--- config.mk ---
export PLATFORM = sky130hd
export DESIGN_NAME = qatt_mid
export DESIGN_NICKNAME = d
export VERILOG_FILES = /design/src/rtl/core/qatt_pkg.sv /design/src/rtl/core/qatt_mid.sv
export SDC_FILE = /design/constraint.sdc
export NUM_CORES = 2
export LEC_CHECK = 0
export CAP_MARGIN = 5
export CORE_AREA = 2 2 579 581
export CTS_CLUSTER_DIAMETER = 150
export DETAILED_ROUTE_END_ITERATION = 12
export DIE_AREA = 0 0 581 583
export DONT_BUFFER_PORTS = 1
export PLACE_DENSITY_LB_ADDON = 0.3
export RECOVER_POWER = 25
export SETUP_SLACK_MARGIN = 0.15
export SYNTH_ARGS = -nofsm -noshare
export SYNTH_HDL_FRONTEND = slang
export SYNTH_SLANG_ARGS = --single-unit
--- constraint.sdc ---
create_clock -name clock -period 18.2 [get_ports clock]
set_input_delay 4.55 -clock clock [delete_from_list [all_inputs] [get_ports clock]]
set_output_delay 4.55 -clock clock [all_outputs]
set_load 0.1 [all_outputs]
--- src/rtl/core/qatt_pkg.sv ---
`timescale 1ns / 1ps
`default_nettype none
// ----------------------------------------------------------------------------
// qatt_pkg
// Shared types, register codes and fixed-point helpers for the attitude
// tracking torque pipeline (signed Q10.22).
// ----------------------------------------------------------------------------
package qatt_pkg;

   localparam int FRAC = 22;
   localparam logic [22:0] ONE_Q = 23'd4194304;
   localparam logic [44:0] ONE_SQ = 45'h1000_0000_0000;
   localparam logic [25:0] INERTIA_FLOOR = 26'd4;
   localparam logic [25:0] INERTIA_RESET = 26'd41943;

   typedef enum logic [2:0] {
      REG_K1         = 3'd0,
      REG_K3         = 3'd1,
      REG_K4         = 3'd2,
      REG_KAPPA      = 3'd3,
      REG_INERTIA_XX = 3'd4,
      REG_INERTIA_YY = 3'd5,
      REG_INERTIA_ZZ = 3'd6
   } reg_idx_type;

   // one request: error vector, body rate, desired rate, desired accel
   typedef struct packed {
      logic [2:0][23:0] e;
      logic [2:0][31:0] w;
      logic [2:0][26:0] wd;
      logic [2:0][30:0] wdd;
   } item_type;

   // after the quadratic terms: squares xx,yy,zz and cross xy,xz,yz
   typedef struct packed {
      item_type         it;
      logic [2:0][47:0] sq;
      logic [2:0][47:0] xp;
   } geo_type;

   // after q0: q0*x, q0*y, q0*z
   typedef struct packed {
      geo_type          g;
      logic [22:0]      q0;
      logic [2:0][47:0] qe;
   } rot_type;

   function automatic logic signed [41:0] rnd_q(input logic signed [63:0] p);
      logic signed [63:0] t;
      t = (p + 64'sd2097152) >>> FRAC;
      return t[41:0];
   endfunction

   function automatic logic signed [41:0] mulq(input logic signed [32:0] a,
                                               input logic signed [32:0] b);
      logic signed [65:0] p;
      p = a * b;
      return rnd_q(p[63:0]);
   endfunction

   function automatic logic signed [31:0] sat32(input logic signed [47:0] v);
      if (v > 48'sd2147483647) begin
         return 32'sh7FFF_FFFF;
      end else if (v < -48'sd2147483648) begin
         return 32'sh8000_0000;
      end
      return v[31:0];
   endfunction

endpackage
`default_nettype wire

--- src/rtl/core/qatt_mid.sv ---
`timescale 1ns / 1ps
`default_nettype none
// ----------------------------------------------------------------------------
// qatt_mid
// q0 products for the rotation matrix and the radicand (1 - q0) for the
// kappa root.
// ----------------------------------------------------------------------------
module qatt_mid (
   input  wire logic              clock,
   input  wire logic              reset,
   input  wire logic              en,
   input  wire logic              in_valid,
   input  wire logic [22:0]       in_q0,
   input  wire qatt_pkg::geo_type in_side,
   output logic                   out_valid,
   output logic [45:0]            out_arg,
   output qatt_pkg::rot_type      out_side
);

   logic                valid_ff;
   qatt_pkg::rot_type   side_ff;
   qatt_pkg::rot_type   side_in;
   logic [45:0]         arg_ff;
   logic [45:0]         arg_in;

   always_comb begin
      side_in.g  = in_side;
      side_in.q0 = in_q0;
      for (int i = 0; i < 3; i++) begin
         side_in.qe[i] = $signed({1'b0, in_q0}) * $signed(in_side.it.e[i]);
      end
      // q0 never exceeds one, so the difference stays non-negative
      arg_in = {1'b0, qatt_pkg::ONE_Q - in_q0, 22'd0};
   end

   always_ff @(posedge clock) begin
      if (reset) begin
         valid_ff <= 1'b0;
      end else if (en) begin
         valid_ff <= in_valid;
      end
   end

   always_ff @(posedge clock) begin
      if (en) begin
         side_ff <= side_in;
         arg_ff  <= arg_in;
      end
   end

   assign out_valid = valid_ff;
   assign out_arg   = arg_ff;
   assign out_side  = side_ff;

endmodule
`default_nettype wire

-- After elaboration in Yosys (flattened, before gate mapping)
Cells that the tools add are included.
- register bits: 821
- input port bits: 657
- output and inout port bits: 844
- logic and storage cells: 28
- add/sub/neg operators: 1
- $mul: 3
- operator list (operator ; number):
    multiplier 24 x 24 -> 48 bit ; 3
    subtractor 23 bit (first input constant) ; 1

-- Depth between registers and ports, before layout
- word-level depth: 1
- mapped depth: 28
- mapped depth without buffers: 25

-- Least setup slack after synthesis
OpenSTA, ideal clock, no wires.
- path kind: input to register
- start point: in in_q0[18]
- end point: reg side_ff, in the netlist out_side[140], data pin
- library setup time: 265 ps
- arrival time: 10990 ps
- required time: 17935 ps
- setup slack: 6945 ps
- stages on the path: 26
- buffers on the path: 3
- cell sequence: clkbuf_1 -> clkbuf_1 -> nand2_1 -> fa_1 -> inv_1 -> fa_1 -> inv_1 -> fa_1 -> inv_1 -> fa_1 -> fa_1 -> fa_1 -> inv_1 -> fa_1 -> inv_1 -> ha_1 -> clkbuf_1 -> a21oi_1 -> nand2_1 -> a211oi_1 -> o21ai_0 -> o21ai_0 -> o21ai_0 -> a211oi_1 -> o21ai_0 -> xor2_1
- RTL lines (item ; line ; source):
    start: declaration ; qatt_mid.sv:13 ; input wire logic [22:0] in_q0,
    end signal: assignment ; qatt_mid.sv:46 ; side_ff <= side_in;
    end: declaration ; qatt_mid.sv:21 ; qatt_pkg::rot_type side_ff;

==> reports/summary.txt <==
Outcome - finished with violations
Violated checks - slew limit
Fmax - 87.21 MHz
Yosys warns - 0
Post-synthesis sequential area ratio - 0.3037
Largest net degree at the start of global routing - 199
HPWL Detailed - 345200 um
Core area - 332400 um^2
Total GRT Usage - 0.2478
Syn_area_per_cell - 11.14 um^2
CP Class - in -> reg
Top Metal Used - met5
Yosys top cell by area - fa_1
Post-CTS Setup Bufs - 0
DR pass1 iterations - 6
GRT overflow - 0
Synth async-reset ratio - 0
Worst Max-Slew Pin Slew - 1.604 ns
Total CTS buffers - 115
Residual DRC count - 0
DR WL met3 - 48980 um
Worst reg2reg startpoint - out_valid
Reg clk slew, reported paths - 0.06 ns
Critical path startpoint - in_q0[16]
Horiz. Die Dim - 581 um
Yosys cell types - 71
M1 wire length - 166900 um
Area growth from synthesis to final layout - 12.58%
Synth top cells by count - 1552 x inv_1, 1380 x fa_1, 886 x nand2_1
RSZ-0062 raised after global routing - no
Antenna-violating nets left - 0
Mapped cell area - 81050 um^2
Hold_ws - 1.006 ns
Clock Latency Late Sink - 0.83 ns
Final period utilization - 0.6300
First-pass GRT wire length - 555300 um
Routed WL - 425000 um
Critical Path Fanout Max - 76
Worst Path Arrival - 12.04 ns
Metal2 WL - 196700 um
CP startpoint kind - input port
CTS root buffer - clkbuf_16
Layout cells sized above 1 - 0.05690
Count of final hold-check violations - 0
I/O Buffers - 0
Post-cts resize count - 0
Top cell type's share of synthesized area - 0.3409
CTS Hold Buffers Added - 0
Relative max-transition margin - -0.06960
Num Clock Sinks - 820
Vias/cell - 4.667
Max Cap Viol - 0
Post-Synthesis Cells - 7278
Initial antenna violation count - 340
Ports - 1501
GP Congestion - 1.148
Crit path required time - 18.77 ns
Initial Util - 0.2439
Post-synth EDFFs - 819
H-tree depth - 3
Top FF cell, synth - edfxtp_1
Synth area leaders - fa_1 34%, edfxtp_1 30%, ha_1 9.3%
Minimum clock period - 11.47 ns
Nets@finish - 9874
Fillers - 34640
Fin. max-slew vios - 77
Via count - 55440
Hold wc startpoint - out_valid
Vias in the first global route - 56950
Final setup fails - 0
Setup_tns - 0 ns
Most common cell in the synthesized netlist - inv_1
Flops & latches, synth - 820
CTS max path bufs - 4
DR WL/cell - 35.78 um
CTS tree - done
Worst Setup End Kind - register
Hold WC Path Type - reg -> reg
Die Area - 338700 um^2
# rows - 212
Die height - 583 um
DRT iter0 DRCs - 4166
Fin Clk Skew - 0 ns
==> worst max-delay path, stage by stage <==
cell,delay [ns]
and2_1,0.19
fa_1,0.55
inv_1,0.07
fa_1,0.53
fa_1,0.56
inv_1,0.06
fa_1,0.50
inv_1,0.06
fa_1,0.53
inv_1,0.05
fa_1,0.47
inv_1,0.05
fa_1,0.48
inv_1,0.05
ha_1,0.34
a21o_1,0.20
a31oi_1,0.25
o21a_1,0.18
o21ai_0,0.10
a311oi_1,0.97
o41ai_1,0.33
a221oi_1,0.58
o21bai_1,0.17
xor2_1,0.16
==> kinds of logic (layout without fill, tap and decap cells) <==
kind of cell / Yosys count / count (layout) / synth area share
compound gates: 413 / 413 / 0.03254
xor+xnor: 152 / 152 / 0.01643
fa+ha+maj: 1981 / 1981 / 0.4336
buf+inv: 1938 / 1967 / 0.09087
flops: 820 / 820 / 0.3037
mux: 1 / 1 / 0.0001235
other cells: 1 / 186 / 0.00004627
simple gates: 1972 / 1972 / 0.1227
==> cell usage in the layout, fill, tap and decap left out, types with 45 or more instances in the layout <==
| master | count |
|---|---|
| and2_1 | 807 |
| ha_1 | 601 |
| a21o_1 | 60 |
| nand2b_1 | 50 |
| o21ai_0 | 72 |
| inv_1 | 1552 |
| buf_4 | 189 |
| nand2_1 | 886 |
| diode_2 | 163 |
| xnor2_1 | 101 |
| xor2_1 | 51 |
| fa_1 | 1380 |
| edfxtp_1 | 819 |
| a21oi_1 | 147 |
| nor2_1 | 67 |
| clkbuf_16 | 116 |
| nor2b_1 | 45 |
==> registers in the layout, indices dropped and copies added, names as in the netlist <==
signal	cells
out_arg	22
out_side	797
out_valid	1
==> layout make-up <==
type	instances	area (um^2)	area share
multi-input combinational	4542	49160	0.5388
clock inverter	89	1051	0.01152
timing repair buffer	205	1777	0.01947
tap	4387	5489	0.06016
inverter	1552	5826	0.06385
antenna	163	407.9	0.004470
sequential	820	24610	0.2698
clock buffer	121	2922	0.03202
==> path summary, 6_finish.rpt <==
check	cells past startpoint	slack (ns)	to
setup / recovery	24	6.73	out_side[42]
hold / removal	2	1.01	out_valid
setup reg to reg	2	16.91	out_valid
hold reg to reg	2	1.01	out_valid
==> stage by stage <==
step / util / instances / instance area, um^2 / setup slack, ns
4_1_cts: 0.2733 / 11720 / 90840 / 6.968
2_1_floorplan: - / 7300 / 81130 / 6.945
5_1_grt: 0.2736 / 11750 / 90930 / 6.540
3_3_place_gp: 0.2614 / 11510 / 86860 / 6.020
3_5_place_dp: 0.2614 / 11510 / 86860 / 6.047
6_report: 0.2745 / 11880 / 91240 / 6.733
==> routing by layer <==
metal	vias up	global-route usage
met3	661	0.1333
met1	29730	0.2885
met2	2562	0.3992
li1	22290	-
met4	198	0.05515
met5	-	0
Power is not shown: default switching activity piles up to over one toggle a cycle in this logic, so the estimate is an artifact.
