## src/rtl/core/qatt_sqrt.sv

```systemverilog
`timescale 1ns / 1ps
`default_nettype none
// ----------------------------------------------------------------------------
// qatt_sqrt
// Pipelined floor square root, one result bit per stage, with a sideband
// that travels alongside.
// ----------------------------------------------------------------------------
module qatt_sqrt #(
   parameter int  XW = 46,
   parameter type side_type = logic
) (
   input  wire logic              clock,
   input  wire logic              reset,
   input  wire logic              en,
   input  wire logic              in_valid,
   input  wire logic [XW-1:0]     in_x,
   input  wire side_type          in_side,
   output logic                   out_valid,
   output logic [XW/2-1:0]        out_root,
   output side_type               out_side
);

   localparam int RW = XW / 2;

   logic [RW+1:0] rem_ff  [RW];
   logic [RW-1:0] root_ff [RW];
   logic [XW-1:0] xs_ff   [RW];
   side_type      side_ff [RW];
   logic [RW-1:0] valid_ff;

   for (genvar s = 0; s < RW; s++) begin : g_step
      logic [RW+1:0] rem_prev;
      logic [RW-1:0] root_prev;
      logic [XW-1:0] xs_prev;
      side_type      side_prev;
      logic          v_prev;
      logic [RW+1:0] rem_sh;
      logic [RW+1:0] trial;
      logic [RW+1:0] rem_in;
      logic [RW-1:0] root_in;

      if (s == 0) begin : g_first
         assign rem_prev  = '0;
         assign root_prev = '0;
         assign xs_prev   = in_x;
         assign side_prev = in_side;
         assign v_prev    = in_valid;
      end else begin : g_next
         assign rem_prev  = rem_ff[s-1];
         assign root_prev = root_ff[s-1];
         assign xs_prev   = xs_ff[s-1];
         assign side_prev = side_ff[s-1];
         assign v_prev    = valid_ff[s-1];
      end

      always_comb begin
         rem_sh = {rem_prev[RW-1:0], xs_prev[XW-1 -: 2]};
         trial  = {root_prev, 2'b01};
         if (rem_sh >= trial) begin
            rem_in  = rem_sh - trial;
            root_in = {root_prev[RW-2:0], 1'b1};
         end else begin
            rem_in  = rem_sh;
            root_in = {root_prev[RW-2:0], 1'b0};
         end
      end

      always_ff @(posedge clock) begin
         if (reset) begin
            valid_ff[s] <= 1'b0;
         end else if (en) begin
            valid_ff[s] <= v_prev;
         end
      end

      always_ff @(posedge clock) begin
         if (en) begin
            rem_ff[s]  <= rem_in;
            root_ff[s] <= root_in;
            xs_ff[s]   <= {xs_prev[XW-3:0], 2'b00};
            side_ff[s] <= side_prev;
         end
      end
   end

   assign out_valid = valid_ff[RW-1];
   assign out_root  = root_ff[RW-1];
   assign out_side  = side_ff[RW-1];

endmodule
`default_nettype wire

```

## config.mk

```make
export PLATFORM = sky130hd
export DESIGN_NAME = qatt_sqrt
export DESIGN_NICKNAME = d
export VERILOG_FILES = /design/src/rtl/core/qatt_sqrt.sv
export SDC_FILE = /design/constraint.sdc
export NUM_CORES = 2
export LEC_CHECK = 0
export CAP_MARGIN = 25
export CORE_ASPECT_RATIO = 0.6
export CORE_MARGIN = 4
export CORE_UTILIZATION = 45
export DETAILED_ROUTE_END_ITERATION = 10
export DONT_BUFFER_PORTS = 1
export PLACE_DENSITY = 0.65
export SYNTH_ARGS = -nofsm -noshare
export SYNTH_HDL_FRONTEND = slang
export SYNTH_SLANG_ARGS = --single-unit
```

## constraint.sdc

```tcl
create_clock -name clock -period 8.3 [get_ports clock]
set_input_delay 1.66 -clock clock [delete_from_list [all_inputs] [get_ports clock]]
set_output_delay 1.66 -clock clock [all_outputs]
set_load 0.05 [all_outputs]
```

=== Word-level counts from Yosys, hierarchy flattened ===
Memories as Yosys holds them, arrays and structs flattened.
Index checks and enable logic that the tools add are counted.
Widths: inputs -> output; s select.

* Output and inout bits: 25
* Bits in writable memories: 2139
* Memories: 4
* Bits in read-only memories: 0
* Bits in registers: 23
* Input port bits: 51
* Word-level logic and storage cells: 121
* Bits in latches: 0

{| class="wikitable"
|+ Memory list
! memory !! words !! bits a word !! rd ports !! clocked after Yosys merged registers in !! wr ports !! RTL line !! text
|-
| xs_ff || 23 || 44 || 22 || 0 || 23 || 27 || <nowiki>logic [XW-1:0] xs_ff [RW];</nowiki>
|-
| rem_ff || 23 || 25 || 22 || 0 || 23 || 25 || <nowiki>logic [RW+1:0] rem_ff [RW];</nowiki>
|-
| root_ff || 23 || 23 || 23 || 0 || 23 || 26 || <nowiki>logic [RW-1:0] root_ff [RW];</nowiki>
|-
| side_ff || 23 || 1 || 23 || 0 || 23 || 28 || <nowiki>side_type side_ff [RW];</nowiki>
|}

* Multiply operators: 0
* Equality and inequality tests: 0
* Shift-type cells: 0
* Muxes and demuxes: 48
* Divide/modulo/power cells: 0
* Bitwise operators: 0
* Order comparisons: 23
* Reduce and logical (&&, ||, !) cells: 0
* Add/sub/neg operators: 23

{| class="wikitable"
|+ Operators with widths
! kind !! count
|-
| $mux 25 || 23
|-
| $ge 25x25->1 || 22
|-
| $sub 25x25->25 || 22
|-
| $mux 1 || 25
|-
| $sub 2x1->3 const B || 1
|-
| $ge 2x1->1 const B || 1
|}

=== Longest topological paths before layout ===
An unclocked memory read counts as a cell.

* Word-level depth: 3
* Mapped depth: 13
* Depth with buffers taken out: 12

=== Least setup slack after synthesis ===
OpenSTA, ideal clock, no wires.

* Path kind: flip-flop to flip-flop
* From: memory rem_ff[0][54] (netlist name)
* To: memory rem_ff[0][88] (netlist name), data pin
* Cell stages (with the launch flop): 10
* Slack: 5.174 ns
* Data arrival time: 2.864 ns
* Setup time: 0.262 ns
* Required time: 8.038 ns
* Path buffers: 1
* Period minus slack after synthesis: 3.126 ns
* Cell sequence: edfxtp_1 or4_4 or4b_1 buf_2 o211ai_4 nor4_4 or3_4 or3_4 nor3_2 xor2_1

{| class="wikitable"
|+ RTL lines
! item !! RTL line
|-
| from (decl) || 25
|}

==> metrics.csv <==
metric,value,unit
initial core utilization,0.453,
register bit total from synthesis,1306,
number of port buffers,0,
crit path launch,en,
via count,34900,
first-pass GRT wire length,187000,um
num ports,76,
pin count of the biggest net entering global routing,1307,
RePlAce Congestion,0.879,
"Top FF cell, synth",edfxtp_1,
"EDFF count, synth",1283,
Post-CTS Resized,0,
worst r2r src,rem_ff[1][30],
TritonRoute pass-1 iters,6,
Final Max Slew Viols,57,
R2R cell count,9,
worst hold path type,flop to flop,
final setup margin,3490,ps
post-placement cell area,61800,um^2
Hold Buf Count CTS,0,
Syn Area/Cell,13.2,um^2
Core ar.,132000,um^2
Yosys warnings,0,
Detailed Place HPWL,80900,um
Worst-Skew Late Latency,750,ps
R2R Setup Slk,4570,ps
CTS tree,yes,
Routed Antenna Nets,0,
Synth Area in XOR/XNOR,0.0550,
share of post-route cells with drive strength above 1,0.0687,
maximum vdd drop,0.000158,V
syn_nets,4869,
Critical Path Start Type,input port,
failing checks,slew limit,
total CTS buffers,131,
critical path class,input port to flop,
Filler cells,11400,
compound-gate portion of the synthesized area,0.0905,
clk slew on worst S/H paths,60,ps
CTS Buffer Depth,3,
Simple-Gate Fraction of Synth Area,0.0939,
Reg area,39000,um^2
die width,478,um
row count,103,
Crit Reg-Reg Endpoint,rem_ff[1][70],
Synth Area in Adders,0.0628,
fin area,66200,um^2
setup TNS,0,ps
cell area power density,271,nW/um^2
Area Overhead vs Synth,10.9,%
Vias/cell,5.39,
Gate Count Post-Synth,4518,
H-Tree Depth,4,
"Seq/Total Area, Yosys",0.653,
vias in the first global route,32500,
Worst Setup EP,g_step[14].v_prev,
Max Clk Rate,0.208,GHz
P_leak,25.1,nW
CP endpoint kind,flop,
Final nets,4935,
synthesized area,59700,um^2
Crit Path Max Fanout,256,
# Max-Cap Violations,0,
Tot GR Track Use,0.169,
Post-Place Setup Slack,4660,ps
status,"complete, but fails checks",
die footprint,139000,um^2
Power Total,18.0,mW
clock sink count,1306,
crit path time final,4810,ps
DR iter-0 viols,3732,
CP required,8920,ps
Root Driver,clkbuf_16,
asr flop ratio synth,0,
Remaining DRCs,0,
Worst EP arrival,5430,ps
slew margin rel.,-0.0261,
final setup vio count,0,
antenna violations before repair,4,
grt ovf,0,
period utilisation layout,0.580,
Total Wirelength,119000,um
worst-margin pin slew,1540,ps
Netlist cell types,84,
combinational family with the most area after synthesis,simple AND/OR/NAND/NOR gates,
post-CTS setup buffer count,0,
mux cell area share after synthesis,0.0165,
Final Hold Fails,0,
RSZ-0062 raised after global routing,false,
Avg WL per Cell,18.3,um
Die Ht,290,um
area occupied by multi-input gates,19100,um^2
Layout Skew,26.9,ps
-- Yosys cell counts (12+ instances only) --
library cell  instances  area, um^2
clkbuf_1             78         293
or3_1                55         344
nor2_1              281        1050
inv_1               362        1360
o21a_1               53         398
mux2i_1              29         290
o21ai_0             228        1140
dfxtp_1              23         460
nor2b_1              37         231
o31ai_1              23         173
a211o_1              12         105
xor2_1              177        1550
ha_1                300        3750
a211oi_1             32         240
nor3_1              120         601
nand2b_1             54         338
or2_2                18         113
o211ai_1             23         173
nand3_1              73         365
edfxtp_1           1283       38500
a21oi_1             257        1290
mux2_2               62         698
or4_1                25         188
a31o_2               12         105
nand4_1              48         300
and3_1               23         144
a31oi_1              22         138
a21o_1               86         646
xnor2_1             198        1730
nor4_1               38         238
o21bai_1             23         173
and2_1               12        75.1
nand2_1             283        1060
-- report_power, final --
part | switching (mW) | total [mW] | internal, mW
Clock | 2.51 | 5.93 | 3.42
Sequential | 0.513 | 8.76 | 8.25
Combinational | 1.89 | 3.28 | 1.39
Total | 4.91 | 18.0 | 13.1
-- registers in the layout (all words and copies together) (netlist names) --
name	count
root_ff	276
out_valid	1
g_step.v_prev	22
side_ff	23
rem_ff	478
xs_ff	506
-- worst max-delay path, cell delays in order --
cell,delay [ps]
buf_16,620
buf_16,710
buf_16,710
buf_16,570
mux2i_1,270
nor2_1,60
-- cell families (layout without fill, tap and decap cells) --
logic type	Yosys count	after routing
xor+xnor	375	375
simple gates	1129	1129
buf+inv	451	621
mux	91	91
fa+ha+maj	300	300
compound gates	865	865
flops	1306	1306
other cells	1	3
-- metrics by stage --
step | util | hold WS (ps) | std cells
floorplan | - | 400 | 4518
global placement | 0.469 | 400 | 6230
detailed placement | 0.469 | 405 | 6230
CTS | 0.501 | 405 | 6467
global route | 0.503 | 406 | 6474
finish | 0.503 | 405 | 6475
-- cell type report --
type,count,share of cell area
sequential,1306,0.589
multi-input combinational,2761,0.288
clock buffer,161,0.0528
tap,1785,0.0337
inverter,365,0.0207
clock inverter,76,0.0117
timing repair buffer,19,0.00397
antenna,2,0.0000756
-- worst min-delay path by stage --
stage | start | endpoint | depth (start not counted)
finish | xs_ff[0][77] | xs_ff[0][123] | 0
CTS | xs_ff[0][40] | xs_ff[0][86] | 0
global route | xs_ff[0][288] | xs_ff[0][334] | 0
detailed placement | side_ff[1][5] | side_ff[1][6] | 0
global placement | side_ff[1][7] | side_ff[2][0] | 0
floorplan | side_ff[0][0] | side_ff[0][1] | 0
-- per-layer routing --
layer  routed length (um)  part of all wire  up-vias  global-route usage
li1                     -                 -    16900                   -
met1                63300              0.53    16800               0.289
met2                44300              0.37     1064               0.207
met3                 9020             0.076      155              0.0403
met4                 1920             0.016        0              0.0396
met5                    0                 0        -                   0
-- cells in the final DEF (no fill, tap or decap), drive strengths merged, types with 48 or more instances in the layout --
| cell | instances |
|---|---|
| nand2b | 54 |
| mux2 | 62 |
| nand3 | 73 |
| xnor2 | 198 |
| nand4 | 48 |
| nor2 | 281 |
| ha | 300 |
| a21oi | 257 |
| nor3 | 122 |
| edfxtp | 1283 |
| xor2 | 177 |
| inv | 373 |
| o21ai | 231 |
| clkinv | 51 |
| o21a | 53 |
| a21o | 86 |
| nand2 | 283 |
| or3 | 57 |
| clkbuf | 161 |
No activity file was read; power rests on OpenSTA's default activity.
